### src/rtl/hmf_pkg.sv
// ----------------------------------------------------------------------------
// hmf_pkg
// Shared types and constants of the histogram mode finder.
// ----------------------------------------------------------------------------
package hmf_pkg;

  localparam int NUM_BINS      = 32;
  localparam int MAX_ITEMS     = 1024;
  localparam int ValueW        = 5;
  localparam int CountW        = 11;
  localparam int CountFieldMax = (1 << CountW) - 1;

  // only bins below 2**ValueW can ever be hit by a sample
  localparam int NumBinsEff = (NUM_BINS < (1 << ValueW)) ? NUM_BINS : (1 << ValueW);
  localparam int AddrW      = $clog2(NumBinsEff);
  localparam int CountCap   = (MAX_ITEMS > CountFieldMax) ? CountFieldMax : MAX_ITEMS;

  typedef logic [AddrW-1:0]  addr_t;
  typedef logic [CountW-1:0] count_t;

  typedef enum logic [1:0] {
    OP_INC,
    OP_MAX,
    OP_EQ
  } alu_op_e;

  typedef struct packed {
    logic   we;
    addr_t  waddr;
    count_t wdata;
    addr_t  raddr;
    logic   clear;
  } ram_req_t;

  typedef struct packed {
    count_t val;
    logic   hit;
  } alu_res_t;

  typedef enum logic [2:0] {
    ST_IDLE,
    ST_CNT_WR,
    ST_SCAN_RD,
    ST_SCAN_CHK,
    ST_EMIT_RD,
    ST_EMIT_CHK,
    ST_FLUSH
  } state_e;

endpackage

### src/rtl/hmf_if.sv
// ----------------------------------------------------------------------------
// hmf_if
// Valid/ready channels: sample items in, mode items out.
// ----------------------------------------------------------------------------
interface hmf_in_if import hmf_pkg::*; ();
  logic              valid;
  logic              ready;
  logic [ValueW-1:0] sample_value;
  logic              set_end;

  modport source (output valid, output sample_value, output set_end, input ready);
  modport sink   (input valid, input sample_value, input set_end, output ready);
endinterface

interface hmf_out_if import hmf_pkg::*; ();
  logic              valid;
  logic              ready;
  logic [ValueW-1:0] mode_value;
  logic [CountW-1:0] mode_count;
  logic              last_mode;

  modport source (output valid, output mode_value, output mode_count, output last_mode,
                  input ready);
  modport sink   (input valid, input mode_value, input mode_count, input last_mode,
                  output ready);
endinterface

### src/rtl/hmf_bin_ram.sv
// ----------------------------------------------------------------------------
// hmf_bin_ram
// Histogram bin store: one write port, one registered read port, and a valid
// bit per entry so that reset and end of set clear all bins at once.
// ----------------------------------------------------------------------------
module hmf_bin_ram import hmf_pkg::*; (
  input  logic     clk_i,
  input  logic     rst_ni,
  input  ram_req_t req_i,
  output count_t   rdata_o
);

  count_t                mem [NumBinsEff];
  logic [NumBinsEff-1:0] valid_q;
  count_t                rdata_q;
  logic                  rvalid_q;

  always_ff @(posedge clk_i) begin
    if (req_i.we) begin
      mem[req_i.waddr] <= req_i.wdata;
    end
    rdata_q <= mem[req_i.raddr];
  end

  always_ff @(posedge clk_i or negedge rst_ni) begin
    if (!rst_ni) begin
      valid_q  <= '0;
      rvalid_q <= 1'b0;
    end else begin
      rvalid_q <= valid_q[req_i.raddr];
      if (req_i.clear) begin
        valid_q <= '0;
      end else if (req_i.we) begin
        valid_q[req_i.waddr] <= 1'b1;
      end
    end
  end

  // an entry never written since the last clear reads as zero
  assign rdata_o = rvalid_q ? rdata_q : '0;

endmodule

### src/rtl/hmf_alu.sv
// ----------------------------------------------------------------------------
// hmf_alu
// Shared count unit: saturating increment, running maximum, tie compare.
// ----------------------------------------------------------------------------
module hmf_alu import hmf_pkg::*; (
  input  alu_op_e  op_i,
  input  count_t   a_i,
  input  count_t   b_i,
  output alu_res_t res_o
);

  localparam count_t CapC = count_t'(CountCap);

  always_comb begin
    res_o = '0;
    unique case (op_i)
      OP_INC: begin
        res_o.hit = (a_i < CapC);
        res_o.val = res_o.hit ? a_i + count_t'(1) : a_i;
      end
      OP_MAX: begin
        res_o.hit = (a_i > b_i);
        res_o.val = res_o.hit ? a_i : b_i;
      end
      OP_EQ: begin
        res_o.hit = (a_i == b_i) && (b_i != '0);
        res_o.val = a_i;
      end
      default: res_o = '0;
    endcase
  end

endmodule

### src/rtl/histogram_mode_finder.sv
// ----------------------------------------------------------------------------
// histogram_mode_finder
// Counts a set of samples and reports every most frequent value with ties.
// ----------------------------------------------------------------------------
// Each in-range sample is read from its bin, then written back incremented
// through the bin RAM and the shared count unit; ready is low during the
// write-back. After the sample marked set_end the block walks the bins twice,
// reading then checking each bin: once for the highest count, once to emit
// each bin holding it, in ascending order, then ST_FLUSH sends the final mode.
// A low ready on the output can stall the emit walk and the final send. An
// empty set emits nothing. Bins clear at once at reset and at set end through
// per-bin valid bits; there is no clearing pass.
// ----------------------------------------------------------------------------
module histogram_mode_finder import hmf_pkg::*; (
  input logic      clk_i,
  input logic      rst_ni,
  hmf_in_if.sink   sample_i,
  hmf_out_if.source mode_o
);

  localparam addr_t LastIdx = addr_t'(NumBinsEff - 1);
  localparam logic [ValueW:0] BinLimit = (ValueW + 1)'(NumBinsEff);

  state_e   state_q, state_d;
  addr_t    idx_q, idx_d;
  addr_t    addr_q, addr_d;
  logic     end_q, end_d;
  count_t   top_q, top_d;
  addr_t    pend_idx_q, pend_idx_d;
  logic     pend_vld_q, pend_vld_d;

  logic              out_vld_q;
  logic [ValueW-1:0] out_val_q;
  count_t            out_cnt_q;
  logic              out_last_q;
  logic              out_free;
  logic              out_ld;
  logic              out_ld_last;

  ram_req_t ram_req;
  count_t   rdata;
  alu_op_e  alu_op;
  alu_res_t alu_res;
  logic     in_range;

  hmf_bin_ram u_ram (
    .clk_i   (clk_i),
    .rst_ni  (rst_ni),
    .req_i   (ram_req),
    .rdata_o (rdata)
  );

  hmf_alu u_alu (
    .op_i  (alu_op),
    .a_i   (rdata),
    .b_i   (top_q),
    .res_o (alu_res)
  );

  assign out_free = !out_vld_q || mode_o.ready;
  assign in_range = ({1'b0, sample_i.sample_value} < BinLimit);

  always_comb begin
    state_d     = state_q;
    idx_d       = idx_q;
    addr_d      = addr_q;
    end_d       = end_q;
    top_d       = top_q;
    pend_idx_d  = pend_idx_q;
    pend_vld_d  = pend_vld_q;
    out_ld      = 1'b0;
    out_ld_last = 1'b0;
    alu_op      = OP_MAX;
    ram_req       = '0;
    ram_req.raddr = idx_q;
    sample_i.ready = 1'b0;

    unique case (state_q)
      ST_IDLE: begin
        sample_i.ready = 1'b1;
        ram_req.raddr  = addr_t'(sample_i.sample_value);
        if (sample_i.valid) begin
          addr_d = addr_t'(sample_i.sample_value);
          end_d  = sample_i.set_end;
          if (in_range) begin
            state_d = ST_CNT_WR;
          end else if (sample_i.set_end) begin
            idx_d   = '0;
            top_d   = '0;
            state_d = ST_SCAN_RD;
          end
        end
      end
      ST_CNT_WR: begin
        alu_op        = OP_INC;
        ram_req.we    = 1'b1;
        ram_req.waddr = addr_q;
        ram_req.wdata = alu_res.val;
        if (end_q) begin
          idx_d   = '0;
          top_d   = '0;
          state_d = ST_SCAN_RD;
        end else begin
          state_d = ST_IDLE;
        end
      end
      ST_SCAN_RD: state_d = ST_SCAN_CHK;
      ST_SCAN_CHK: begin
        alu_op = OP_MAX;
        top_d  = alu_res.val;
        if (idx_q == LastIdx) begin
          idx_d      = '0;
          pend_vld_d = 1'b0;
          if (alu_res.val == '0) begin
            // empty set: no mode
            ram_req.clear = 1'b1;
            state_d       = ST_IDLE;
          end else begin
            state_d = ST_EMIT_RD;
          end
        end else begin
          idx_d   = idx_q + addr_t'(1);
          state_d = ST_SCAN_RD;
        end
      end
      ST_EMIT_RD: state_d = ST_EMIT_CHK;
      ST_EMIT_CHK: begin
        alu_op = OP_EQ;
        // a tie holds back the previous match until the output can take it
        if (!(alu_res.hit && pend_vld_q && !out_free)) begin
          if (alu_res.hit) begin
            out_ld     = pend_vld_q;
            pend_idx_d = idx_q;
            pend_vld_d = 1'b1;
          end
          if (idx_q == LastIdx) begin
            state_d = ST_FLUSH;
          end else begin
            idx_d   = idx_q + addr_t'(1);
            state_d = ST_EMIT_RD;
          end
        end
      end
      ST_FLUSH: begin
        if (out_free) begin
          out_ld        = pend_vld_q;
          out_ld_last   = 1'b1;
          pend_vld_d    = 1'b0;
          ram_req.clear = 1'b1;
          state_d       = ST_IDLE;
        end
      end
      default: state_d = ST_IDLE;
    endcase
  end

  always_ff @(posedge clk_i or negedge rst_ni) begin
    if (!rst_ni) begin
      state_q    <= ST_IDLE;
      idx_q      <= '0;
      end_q      <= 1'b0;
      top_q      <= '0;
      pend_vld_q <= 1'b0;
      out_vld_q  <= 1'b0;
    end else begin
      state_q    <= state_d;
      idx_q      <= idx_d;
      end_q      <= end_d;
      top_q      <= top_d;
      pend_vld_q <= pend_vld_d;
      if (out_ld) begin
        out_vld_q <= 1'b1;
      end else if (mode_o.ready) begin
        out_vld_q <= 1'b0;
      end
    end
  end

  always_ff @(posedge clk_i) begin
    addr_q     <= addr_d;
    pend_idx_q <= pend_idx_d;
    if (out_ld) begin
      out_val_q  <= ValueW'(pend_idx_q);
      out_cnt_q  <= top_q;
      out_last_q <= out_ld_last;
    end
  end

  assign mode_o.valid      = out_vld_q;
  assign mode_o.mode_value = out_val_q;
  assign mode_o.mode_count = out_cnt_q;
  assign mode_o.last_mode  = out_last_q;

  a_mode_nonzero : assert property (@(posedge clk_i) disable iff (!rst_ni)
    mode_o.valid |-> (mode_o.mode_count != '0))
    else $error("mode item with zero count");

  a_tie_sent : assert property (@(posedge clk_i) disable iff (!rst_ni)
    (state_q == ST_EMIT_CHK) && alu_res.hit && pend_vld_q && out_free
    |=> mode_o.valid && !mode_o.last_mode)
    else $error("tie not forwarded as non-final mode");

  a_final_sent : assert property (@(posedge clk_i) disable iff (!rst_ni)
    (state_q == ST_FLUSH) && out_free && pend_vld_q
    |=> mode_o.valid && mode_o.last_mode && (state_q == ST_IDLE))
    else $error("final mode not flagged");

  a_busy_no_ready : assert property (@(posedge clk_i) disable iff (!rst_ni)
    ((state_q == ST_SCAN_CHK) || (state_q == ST_EMIT_CHK) || (state_q == ST_FLUSH))
    |-> !sample_i.ready)
    else $error("sample accepted during bin walk");

endmodule
### src/flat_wrapper.sv
// flat-port wrapper written by rule: the top's interface ports become plain ports
module histogram_mode_finder_flat import hmf_pkg::*;
  (clk_i, rst_ni, sample_i_valid, sample_i_sample_value, sample_i_set_end, sample_i_ready, mode_o_valid, mode_o_mode_value, mode_o_mode_count, mode_o_last_mode, mode_o_ready);
  hmf_in_if sample_i_i ();
  hmf_out_if mode_o_i ();
  input logic clk_i;
  input logic rst_ni;
  input wire logic [$bits(sample_i_i.valid)-1:0] sample_i_valid;
  input wire logic [$bits(sample_i_i.sample_value)-1:0] sample_i_sample_value;
  input wire logic [$bits(sample_i_i.set_end)-1:0] sample_i_set_end;
  output wire logic [$bits(sample_i_i.ready)-1:0] sample_i_ready;
  output wire logic [$bits(mode_o_i.valid)-1:0] mode_o_valid;
  output wire logic [$bits(mode_o_i.mode_value)-1:0] mode_o_mode_value;
  output wire logic [$bits(mode_o_i.mode_count)-1:0] mode_o_mode_count;
  output wire logic [$bits(mode_o_i.last_mode)-1:0] mode_o_last_mode;
  input wire logic [$bits(mode_o_i.ready)-1:0] mode_o_ready;
  assign sample_i_i.valid = sample_i_valid;
  assign sample_i_i.sample_value = sample_i_sample_value;
  assign sample_i_i.set_end = sample_i_set_end;
  assign sample_i_ready = sample_i_i.ready;
  assign mode_o_valid = mode_o_i.valid;
  assign mode_o_mode_value = mode_o_i.mode_value;
  assign mode_o_mode_count = mode_o_i.mode_count;
  assign mode_o_last_mode = mode_o_i.last_mode;
  assign mode_o_i.ready = mode_o_ready;
  histogram_mode_finder u_core (.clk_i(clk_i), .rst_ni(rst_ni), .sample_i(sample_i_i), .mode_o(mode_o_i));
endmodule
### config.mk
export PLATFORM = sky130hd
export DESIGN_NAME = histogram_mode_finder_flat
export DESIGN_NICKNAME = d
export VERILOG_FILES = /design/src/rtl/hmf_pkg.sv /design/src/rtl/hmf_if.sv /design/src/rtl/hmf_bin_ram.sv /design/src/rtl/hmf_alu.sv /design/src/rtl/histogram_mode_finder.sv /design/src/flat_wrapper.sv
export SDC_FILE = /design/constraint.sdc
export NUM_CORES = 1
export LEC_CHECK = 0
export BUFFER_PORTS_ARGS = -buffer_cell sky130_fd_sc_hd__buf_2
export CAP_MARGIN = 20
export CORE_UTILIZATION = 46
export DETAILED_ROUTE_END_ITERATION = 10
export SLEW_MARGIN = 10
export SYNTH_ARGS = -nofsm -noshare
export SYNTH_HDL_FRONTEND = slang
export SYNTH_SLANG_ARGS = --single-unit
### constraint.sdc
create_clock -name clk_i -period 11.3 [get_ports clk_i]
set_input_delay 0.565 -clock clk_i [delete_from_list [all_inputs] [get_ports clk_i]]
set_output_delay 0.565 -clock clk_i [all_outputs]
set_load 0.02 [all_outputs]
======== Word level (Yosys, flattened, before mapping) ========
Memories as Yosys holds them, arrays and structs flattened. A register that Yosys moved wholly into a read port is not among the register bits.
Cells that the tools add are included.
word-level totals
  register bits ........................... 82
  memories ................................ 1
  output and inout port bits .............. 19
  bits in writable memories ............... 352
  bits of input ports ..................... 10
memories
  name              depth  bits a word  rd ports  clocked after Yosys merged registers in  write ports  line               source
  u_core.u_ram.mem  32     11           1         1                                        1            hmf_bin_ram.sv:13  count_t mem [NumBinsEff];
operators by class
  muxes and demuxes ....................... 46
  magnitude comparators ................... 5
  equal/unequal tests ..................... 17
  add/sub/neg operators ................... 2
  bitwise gates (word level) .............. 2
  reduce and logical (&&, ||, !) cells .... 22
operators with widths
  cell                                                   number
  2-to-1 mux 32 bit                                      2
  2-to-1 mux 11 bit                                      4
  case mux 12 bit (3 select lines)                       1
  bitwise OR 32 bit                                      1
  2-to-1 mux 5 bit                                       5
  case mux 11 bit (2 select lines)                       1
  case mux 3 bit (7 select lines)                        1
  2-to-1 mux 1 bit                                       17
  2-to-1 mux 17 bit                                      1
  2-to-1 mux 3 bit                                       5
  case mux 5 bit (3 select lines)                        1
  < comparator 5 x 6 -> 1 bit, second input constant     2
  adder 11 x 1 -> 11 bit, second input constant          1
  == test 11 bit                                         1
  > comparator 11 bit                                    1
  logical NOT 11 bit                                     1
  < comparator 11 bit, second input constant             1
  nonzero test 11 bit                                    1
  == test 3 bit, second input constant                   3
  inequality test 2 x 1 -> 1 bit, second input constant  4
  == test 3 x 2 -> 1 bit, second input constant          2
  inequality test 2 bit, second input constant           3
  AND reduction 3 bit                                    2
  nonzero test 2 bit                                     3
  22 further kinds                                       30

======== Longest topological paths before layout ========
Gate-level depths: netlist of the first run.
  depth after elaboration ................. 12
  depth in mapped cells ................... 15

======== Modules after synthesis ========
Synthesis of the first run repeated with hierarchy kept, for this count alone.
unflattened totals
  cell total of the unflattened synthesis .. 1,222
  area, all modules ....................... 18,514.0 µm²
by module, submodules not included
  module                 times used  cells each  area an instance (µm²)  sequential area each (µm²)
  hmf_bin_ram            1           947         15,637.5                11,616.1
  histogram_mode_finder  1           162         2,098.3                 1,361.3
  hmf_alu                1           113         778.2                   0.0

======== Worst setup path before layout of the first run ========
No wires, ideal clock.
  path kind ............................... reg2reg
  start point ............................. reg u_core.u_ram.rvalid_q
  end point ............................... mem u_core.u_ram.mem[0][5] (netlist name), data pin
  buffers on the path ..................... 2
  arrival time ............................ 3.396 ns
  data required time ...................... 10.855 ns
  period minus slack after synthesis ...... 3.841 ns
  cell stages (with the launch flop) ...... 11
  slack ................................... 7.459 ns
  cells stage by stage .................... dfrtp_1 buf_2 buf_2 nand2_1 inv_1 ha_1 nand3_1 a2111o_1 nor2_1 a22oi_1 nor3_1
RTL lines
  element                 line               source
  from (decl)             hmf_bin_ram.sv:16  logic rvalid_q;
  from (signal assigned)  hmf_bin_ram.sv:30  rvalid_q <= valid_q[req_i.raddr];
  to (decl)               hmf_bin_ram.sv:13

======== Worst setup path in the final report of the first run ========
  start point ............................. reg u_core.state_q[2]
  end point ............................... reg u_core.u_ram.rdata_q[8], read port of u_core.u_ram.mem
between the ends
  longest elaborated chain between the ends .. 2
ends and longest elaborated chain
  element                 line                          source
  from (decl)             histogram_mode_finder.sv:24   state_e state_q, state_d;
  from (signal assigned)  histogram_mode_finder.sv:166  state_q <= state_d;
  logical NOT 3 bit       histogram_mode_finder.sv:78   unique case (state_q)
  2-to-1 mux 5 bit        histogram_mode_finder.sv:78
  to (decl)               hmf_bin_ram.sv:15             count_t rdata_q;
No other way between the ends.
A chain may end at the register's enable or synchronous reset.

==> results of run 1 <==
layout make-up:
class	instances	area [um2]
diodes	1	2.50
clock buffers	71	1340
clock inverters	14	100
fillers	3406	18900
inverters	20	75.1
multi-input cells	903	5490
flip-flops and latches	445	13000
well taps	525	657
repair buffers	70	507
sequential cells by signal (all words and copies together), names as in the netlist:
register                  count
u_core.addr_q                 5
u_core.end_q                  1
u_core.idx_q                  5
u_core.mode_o.last_mode       1
u_core.mode_o.mode_count     11
u_core.mode_o.mode_value      5
u_core.mode_o.valid           1
u_core.pend_idx_q             5
u_core.pend_vld_q             1
u_core.state_q                3
u_core.top_q                 11
u_core.u_ram.mem            352
u_core.u_ram.rdata_q         11
u_core.u_ram.rvalid_q         1
u_core.u_ram.valid_q         32
metal layers:
layer	vias up	wire, um	GRT usage, %
met2	391	21800	36.1
met1	6036	21200	32.6
li1	5562	-	-
met5	-	0	0
met3	69	2920	3.97
met4	0	1120	6.66
worst paths after layout:
path	startpoint	end	slack [ps]	cells past startpoint
min in group clk_i	sample_i_sample_value[2]	u_core.addr_q[2]$_DFFE_PP_	220	1
hold / removal	rst_ni	u_core.top_q[6]$_DFFE_PN0P_	180	2
setup / recovery	u_core.state_q[2]$_DFFE_PN0P_	u_core.u_ram.rdata_q[8]$_DFF_P_	6670	9
setup reg to reg	u_core.state_q[2]$_DFFE_PN0P_	u_core.u_ram.rdata_q[8]$_DFF_P_	6670	9
hold reg to reg	u_core.pend_idx_q[0]$_DFFE_PP_	u_core.mode_o.mode_value[0]$_DFFE_PP_	420	0
max in group asynchronous	rst_ni	u_core.u_ram.valid_q[23]$_DFFE_PN0P_	10550	2
cell usage after synthesis (6+ instances only):
cell and count:
a311oi_1 47, xnor2_1 6, o21ba_2 10, buf_2 19, a22o_1 6, a211oi_1 135
ha_1 13, clkbuf_1 76, nand2_1 222, and2_1 101, nor2_1 99, a21o_1 16
nor3_1 12, o21ai_0 22, edfxtp_1 379, nor2b_1 7, a31oi_1 48, dfrtp_1 55
dfxtp_1 11, a21oi_1 51, nand3_1 20, mux2i_1 7, inv_1 20
per-stage QoR:
stage / util [%] / std cells
finish: 52.7 / 2049
CTS: 52.7 / 2047
global route: 52.7 / 2048
detailed placement: 49.1 / 1962
global placement: 48.9 / 1954
floorplan: - / 1467
critical path, delay by kind of cell, from the launching register on:
kind	cells	cell delay (ps)
mux	1	830
simple gates	2	1170
flops	1	620
compound gates	5	1170
buf+inv	1	670
cell families after synthesis:
family | synth area share (%)
adders and majority gates | 0.864
DFF | 68.9
buffers and inverters | 2.56
muxes | 0.611
AOI/OAI and AO/OA | 14.2
xor gates and xnor gates | 0.465
and+or+nand+nor | 12.4
power by group through the flow:
stage	Sequential, uW	Clock, uW	Combinational (uW)
6_report	1990	1440	1680
5_1_grt	2000	1530	1830
4_1_cts	1990	1470	1670
3_5_place_dp	2020	0	1660
3_3_place_gp	2020	0	1650
2_1_floorplan	1970	0	1200
==> results_dict.tcl, run 1 <==
set metrics [dict create \
    end_kind "flop" \
    fin_tns_setup_ps 0 \
    yosysTopAreaCell "edfxtp_1" \
    startpoint_type "flop" \
    cts_tree "yes" \
    clk_path_buf_depth 3 \
    initial_utilization_pct 47.0 \
    worst_slack_ps 6670 \
    final_area_um2 21100 \
    hold_violations 0 \
    dr.first_iter.drc_count 1120 \
    vias 12100 \
    p_int_uw 3270 \
    power_frac_seq_pct 38.9 \
    nets 1509 \
    max_stage_delay_ps 950 \
    worstPathArrival_ps 5130 \
    swShare_pct 36.0 \
    slew_headroom_pct 23.0 \
    clkLatencyLatePin_ps 560 \
    pin_count 29 \
    path_cells "nor3_2 > mux2_8 > buf_4 > and2_1 > a211oi_1 > a311oi_1 > a211oi_1 > a211oi_1 > a21o_1" \
    finalPower_uw 5110 \
    drt-total-wl_mm 47.1 \
    cts_hold_buf 0 \
    place.gp.congestion 0.936 \
    drc_errors 0 \
    hpwlAfterDp_mm 27.0 \
    syn_inst 1467 \
    numPortBuffers 28 \
    cp.required_ps 11800 \
    die_width_um 204 \
    postPlaceCellArea_um2 19700 \
    worst_pin_slew_ps 1150 \
    yosysUniqueCellTypes 65 \
    final_max_slew_viol_count 0 \
    routed_via_density 5.88 \
    vdd_drop_max_v 0.000220 \
    power.net_switching_uw 1840 \
    area_growth_pct 12.3 \
    fin_skew_ps 17.2 \
    pwr-share-clk_pct 28.2 \
    critPathKind "flop to flop" \
    leakage_uw 0.00728 \
    ys.flop_type "edfxtp_1" \
    drive_gt1_share_pct 12.3 \
    synth_area_leaders "edfxtp_1, dfrtp_1, a211oi_1, nand2_1, and2_1" \
    holdWs_ps 182 \
    status "finished clean" \
    synth_nets 1490 \
    async_reset_ff_share_pct 12.4 \
    die_h_um 204 \
    track_usage_pct 22.9 \
    crit_fanout 126 \
    place_ws_ps 6670 \
    cts_buffers 46 \
    ys_ff_latch 445 \
    ctsResizeCount 0 \
    antenna_found_initial 0 \
    clockRootBuffer "clkbuf_16" \
    p_per_area_nw_per_um2 241 \
    htree_levels 2 \
    grt-ovfl-total 0 \
    row_count 73 \
    power_frac_comb_pct 32.8 \
    final_cell_mix "edfxtp_1, nand2_1, a211oi_1" \
    post-route-period-util_pct 40.9 \
    grt_pass1_vias 11500 \
    post_cts_buffers 0 \
    finalCriticalPeriod_ps 4630 \
    cpMaxStageDelayCell "nor3_2" \
    drt-pass1-iter-count 7 \
    ys_seq_area_share_pct 68.9 \
    maxCapViolations 0 \
    min_path_type "input pin to async pin" \
    fmax_mhz 216 \
    finalSetupViolations 0 \
    yosys_warnings 0 \
    cts_sinks 445 \
    wl_per_cell_um 23.0 \
    clkTransAtPathRegs_ps 60 \
    core_area_um2 40100 \
    die_area_um2 41800 \
    synth_edf_count 379 \
    rsz0062_at_grt "false" \
    cpMostUsedCell "a211oi_1" \
    layout_commonest_cell "edfxtp_1" \
    synth_top_area_share_pct 60.4 \
    ant_nets 0 \
    grt_start_max_net_pins 193 \
    synth_area_per_cell_um2 12.8 \
    synth_area_um2 18800 \
    grt_pass1_wl_mm 71.5 \
]
Power figures use the tool's default switching activity.
==> run 2, diff against run 1 <==
==> constraint.sdc (replaced) <==
create_clock -name clk_i -period 3.8 [get_ports clk_i]
set_input_delay 0.19 -clock clk_i [delete_from_list [all_inputs] [get_ports clk_i]]
set_output_delay 0.19 -clock clk_i [all_outputs]
set_load 0.02 [all_outputs]
==> results_dict.tcl, run 2 (synthesis gave the netlist of run 1 again) <==
set metrics [dict create \
    hpwlAfterDp_mm 29.1 \
    clk_path_buf_depth 3 \
    routed_via_density 5.81 \
    critPathKind "flop to flop" \
    met1_length_mm 21.2 \
    largest_register "u_core.u_ram.mem" \
    worst_pin_slew_ps 940 \
    maxCapViolations 0 \
    place_ws_ps 77.4 \
    hp-start "mode_o_ready" \
    reg_top3 "u_core.u_ram.mem (352), u_core.u_ram.valid_q (32)" \
    post-route-util_pct 54.8 \
    min_path_type "input pin to flop" \
    ant_nets 0 \
    drc_errors 0 \
    track_usage_pct 23.1 \
    die_width_um 204 \
    layout_commonest_cell "edfxtp_1" \
    timing.rr.start "u_core.u_ram.rvalid_q$_DFF_PN0_" \
    finalCriticalPeriod_ps 3610 \
    htree_levels 2 \
    post-route-period-util_pct 95.0 \
    wl_per_cell_um 22.2 \
    cts_buffers 47 \
    final_cell_mix "edfxtp_1, nand2_1, a211oi_1" \
    grt_pass1_vias 12100 \
    clkTransAtPathRegs_ps 60 \
    row_count 73 \
    crit_start "u_core.u_ram.rvalid_q$_DFF_PN0_" \
    worstPathArrival_ps 4070 \
    wl_met3_mm 2.39 \
    dr.first_iter.drc_count 1047 \
    dp_cells 2028 \
    drt-total-wl_mm 47.3 \
    numPortBuffers 28 \
    wl_met2_mm 22.3 \
    nets 1588 \
    startpoint_type "flop" \
    pin_count 29 \
    hold_violations 0 \
    worst_slack_ps 189 \
    drive_gt1_share_pct 15.6 \
    fin_skew_ps 13.8 \
    vdd_drop_max_v 0.000403 \
    place.gp.congestion 0.926 \
    die_area_um2 41800 \
    top_layer "met4" \
    antenna_found_initial 0 \
    cts_tree "yes" \
    grt-ovfl-total 0 \
    die_h_um 204 \
    fin_cells 2125 \
    finalPower_uw 16000 \
    grt_pass1_wl_mm 72.5 \
    slew_headroom_pct 37.3 \
    cts_sinks 445 \
    end_kind "flop" \
    area_growth_pct 16.6 \
    fmax_mhz 277 \
    leakage_uw 0.00776 \
    clkLatencyLatePin_ps 580 \
    status "finished clean" \
    holdWs_ps 50.5 \
    crit_fanout 32 \
    initial_utilization_pct 47.0 \
    finalSetupViolations 0 \
    clockRootBuffer "clkbuf_16" \
    drt-pass1-iter-count 5 \
    vias 12300 \
    largest_reg_flops 352 \
    core_area_um2 40100 \
    cp.required_ps 4250 \
    grt_start_max_net_pins 64 \
    p_per_area_nw_per_um2 728 \
    final_max_slew_viol_count 0 \
    reg2reg_slack_ps 190 \
]
## run 2: layout make-up
| cell class | count | area (um2) |
|---|---|---|
| repair buffers | 148 | 1260 |
| diodes | 1 | 2.50 |
| multi-input cells | 903 | 5480 |
| inverters | 20 | 75.1 |
| clock inverters | 25 | 288 |
| flip-flops and latches | 445 | 13000 |
| fillers | 3277 | 18100 |
| clock buffers | 58 | 1220 |
| well taps | 525 | 657 |
## run 2: metrics by stage
stage	instance area, um2	setup TNS, ps
3_5_place_dp	20300	0
6_report	22000	0
5_1_grt	22000	-0.309
3_3_place_gp	20300	0
4_1_cts	21900	0
2_1_floorplan	18800	0
## run 2: timing repair
item,4_1_cts,5_1_grt
setup buffers,0,5
endpoints found under the hold margin,62,0
resized for setup,0,3
hold buffers,8,0
setup endpoints to repair,0,33
## run 2: metal layers
| layer | global-route usage, % | up-vias |
|---|---|---|
| li1 | - | 5731 |
| met5 | 0 | - |
| met1 | 32.5 | 6186 |
| met3 | 3.24 | 81 |
| met4 | 8.24 | 0 |
| met2 | 36.8 | 351 |
## run 2: path summary, 6_finish.rpt
path | depth (start not counted) | endpoint
min in group asynchronous | 3 | u_core.u_ram.valid_q[15]$_DFFE_PN0P_
max in group asynchronous | 3 | u_core.top_q[5]$_DFFE_PN0P_
setup reg to reg | 13 | u_core.u_ram.valid_q[7]$_DFFE_PN0P_
setup / recovery | 13 | u_core.u_ram.valid_q[7]$_DFFE_PN0P_
hold / removal | 3 | u_core.mode_o.valid$_DFFE_PN0P_
hold reg to reg | 0 | u_core.mode_o.mode_value[4]$_DFFE_PP_
## run 2: worst max-delay path: stages, from the launching register on
cell      delay (ps)
dfrtp_2          500
buf_4            200
and2_1           170
ha_1             310
nand3_1          160
a211o_1          290
nand2_1           70
nor3_1            40
a211oi_1         250
o211ai_1         210
or4_4            600
o31ai_4          270
buf_12           220
o21ba_2          180
## run 2: report_power, final
| group | total (uW) | switching (uW) | internal, uW |
|---|---|---|---|
| clock network | 4520 | 1840 | 2680 |
| registers | 5850 | 231 | 5620 |
| logic | 5620 | 3510 | 2110 |
==> run 3, diff against run 2 <==
--- a/config.mk
+++ b/config.mk
@@ -7,8 +7,10 @@
 export LEC_CHECK = 0
 export BUFFER_PORTS_ARGS = -buffer_cell sky130_fd_sc_hd__buf_2
 export CAP_MARGIN = 20
+export CORE_ASPECT_RATIO = 0.8
 export CORE_UTILIZATION = 46
 export DETAILED_ROUTE_END_ITERATION = 10
+export HOLD_SLACK_MARGIN = 0.05
 export SLEW_MARGIN = 10
 export SYNTH_ARGS = -nofsm -noshare
 export SYNTH_HDL_FRONTEND = slang
==> results_dict.tcl, run 3 (synthesis gave the netlist of run 1 again) <==
set metrics [dict create \
    status "finished clean" \
    grt_start_max_net_pins 64 \
    worst_pin_slew_ps 1040 \
    rsz0062_at_grt "false" \
    final_cell_mix "edfxtp_1, nand2_1, a211oi_1" \
    end_kind "flop" \
    finalCriticalPeriod_ps 3570 \
    die_width_um 228 \
    leakage_uw 0.00768 \
    clkTransAtPathRegs_ps 60 \
    min_path_type "input pin to flop" \
    core_area_um2 39900 \
    place.gp.congestion 0.912 \
    drive_gt1_share_pct 15.3 \
    slew_headroom_pct 30.6 \
    vdd_drop_max_v 0.000416 \
    worstPathArrival_ps 4010 \
    pin_count 29 \
    die_area_um2 41800 \
    row_count 65 \
    drt-pass1-iter-count 5 \
    initial_utilization_pct 47.2 \
    startpoint_type "flop" \
    fin_skew_ps 18.8 \
    vias 12200 \
    wl_per_cell_um 22.0 \
    num_antenna_cells 0 \
    antenna_found_initial 0 \
    holdWs_ps 74.1 \
    numPortBuffers 28 \
    dr.first_iter.drc_count 975 \
    cp.required_ps 4240 \
    critPathKind "flop to flop" \
    finalPower_uw 15600 \
    die_h_um 183 \
    post-route-period-util_pct 93.8 \
    clkLatencyLatePin_ps 560 \
    ant_nets 0 \
    maxCapViolations 0 \
    final_max_slew_viol_count 0 \
    layout_commonest_cell "edfxtp_1" \
    largest_reg_flops 352 \
    fmax_mhz 280 \
    p_per_area_nw_per_um2 713 \
    hold_violations 0 \
    nets 1585 \
    crit_fanout 32 \
    clockRootBuffer "clkbuf_16" \
    fin_tns_setup_ps 0 \
    grt-ovfl-total 0 \
    area_growth_pct 15.8 \
    drt-total-wl_mm 47.0 \
    cts_tree "yes" \
    largest_register "u_core.u_ram.mem" \
    cts_sinks 445 \
    clk_path_buf_depth 3 \
    drc_errors 0 \
    hpwlAfterDp_mm 28.9 \
    routed_via_density 5.75 \
    htree_levels 2 \
    finalSetupViolations 0 \
    cts_buffers 44 \
    track_usage_pct 22.8 \
    reg_top3 "u_core.u_ram.mem (352), u_core.u_ram.valid_q (32)" \
    grt_pass1_wl_mm 72.5 \
    grt_pass1_vias 11900 \
    nFillCells 3307 \
]
[run 3: cell types whose count changed in the layout (fill, tap and decap cells not counted), sizes merged]
cell,change
bufinv,-4
clkinv,-3
clkbuf,+2
clkinvlp,+2
inv,-2
diode,-1
[run 3: path summary, 6_finish.rpt]
kind	start	to	cells after the start	slack, ps
setup / recovery	u_core.u_ram.rvalid_q$_DFF_PN0_	u_core.u_ram.valid_q[15]$_DFFE_PN0P_	13	230
hold / removal	mode_o_ready	u_core.state_q[1]$_DFFE_PN0P_	3	70
hold reg to reg	u_core.pend_idx_q[4]$_DFFE_PP_	u_core.mode_o.mode_value[4]$_DFFE_PP_	0	420
max in group asynchronous	rst_ni	u_core.u_ram.valid_q[4]$_DFFE_PN0P_	3	2790
setup reg to reg	u_core.u_ram.rvalid_q$_DFF_PN0_	u_core.u_ram.valid_q[15]$_DFFE_PN0P_	13	230
min in group asynchronous	rst_ni	u_core.top_q[8]$_DFFE_PN0P_	2	80
[run 3: critical path: stages, from the launching register on]
cell	delay, ps
dfrtp_2	500
nand2_1	140
inv_1	180
ha_1	270
nor2b_1	130
o21a_1	170
o21a_1	220
o31ai_4	350
o22ai_1	150
nor4_1	330
nand4b_1	280
o31ai_4	300
buf_12	220
o21ba_2	180
[run 3: per-layer routing]
layer	up-vias	GRT usage [%]	share of wire [%]	wire length, um
met5	-	0	0	0
met3	60	4.34	6.4	3000
met2	340	34.3	45	21000
met1	6126	34.2	47	22100
li1	5722	-	-	-
met4	0	5.37	1.9	873
[run 3: stage by stage]
step                      utilization (%)  worst slack [ps]  instances  area (um2)
after floorplan                         -               409       1467       18800
after global placement               50.9              75.1       2042       20300
after detailed placement             50.9              36.8       2042       20300
after CTS                            54.6              10.9       2128       21800
after global routing                 54.6              36.4       2130       21800
final                                54.6               234       2130       21800
[run 3: final cells by class]
type / count / area (um2) / share of cell area (%)
Clock inverter: 18 / 148 / 0.677
Multi-Input combinational cell: 903 / 5490 / 25.2
Inverter: 20 / 75.1 / 0.344
Timing Repair Buffer: 148 / 1240 / 5.67
Clock buffer: 60 / 1220 / 5.61
Sequential cell: 445 / 13000 / 59.5
Tap cell: 536 / 671 / 3.07
[run 3: repair_timing]
action	in CTS	in global routing
gates resized for setup	0	2
endpoints found under the setup margin	0	32
buffers inserted	0	2
hold endpoints to repair	20	0
hold buffers	8	0
[run 3: power by group]
group	internal (uW)	switching, uW
sequential	5620	256
clock	2390	1790
combinational	2050	3450
total	10100	5500
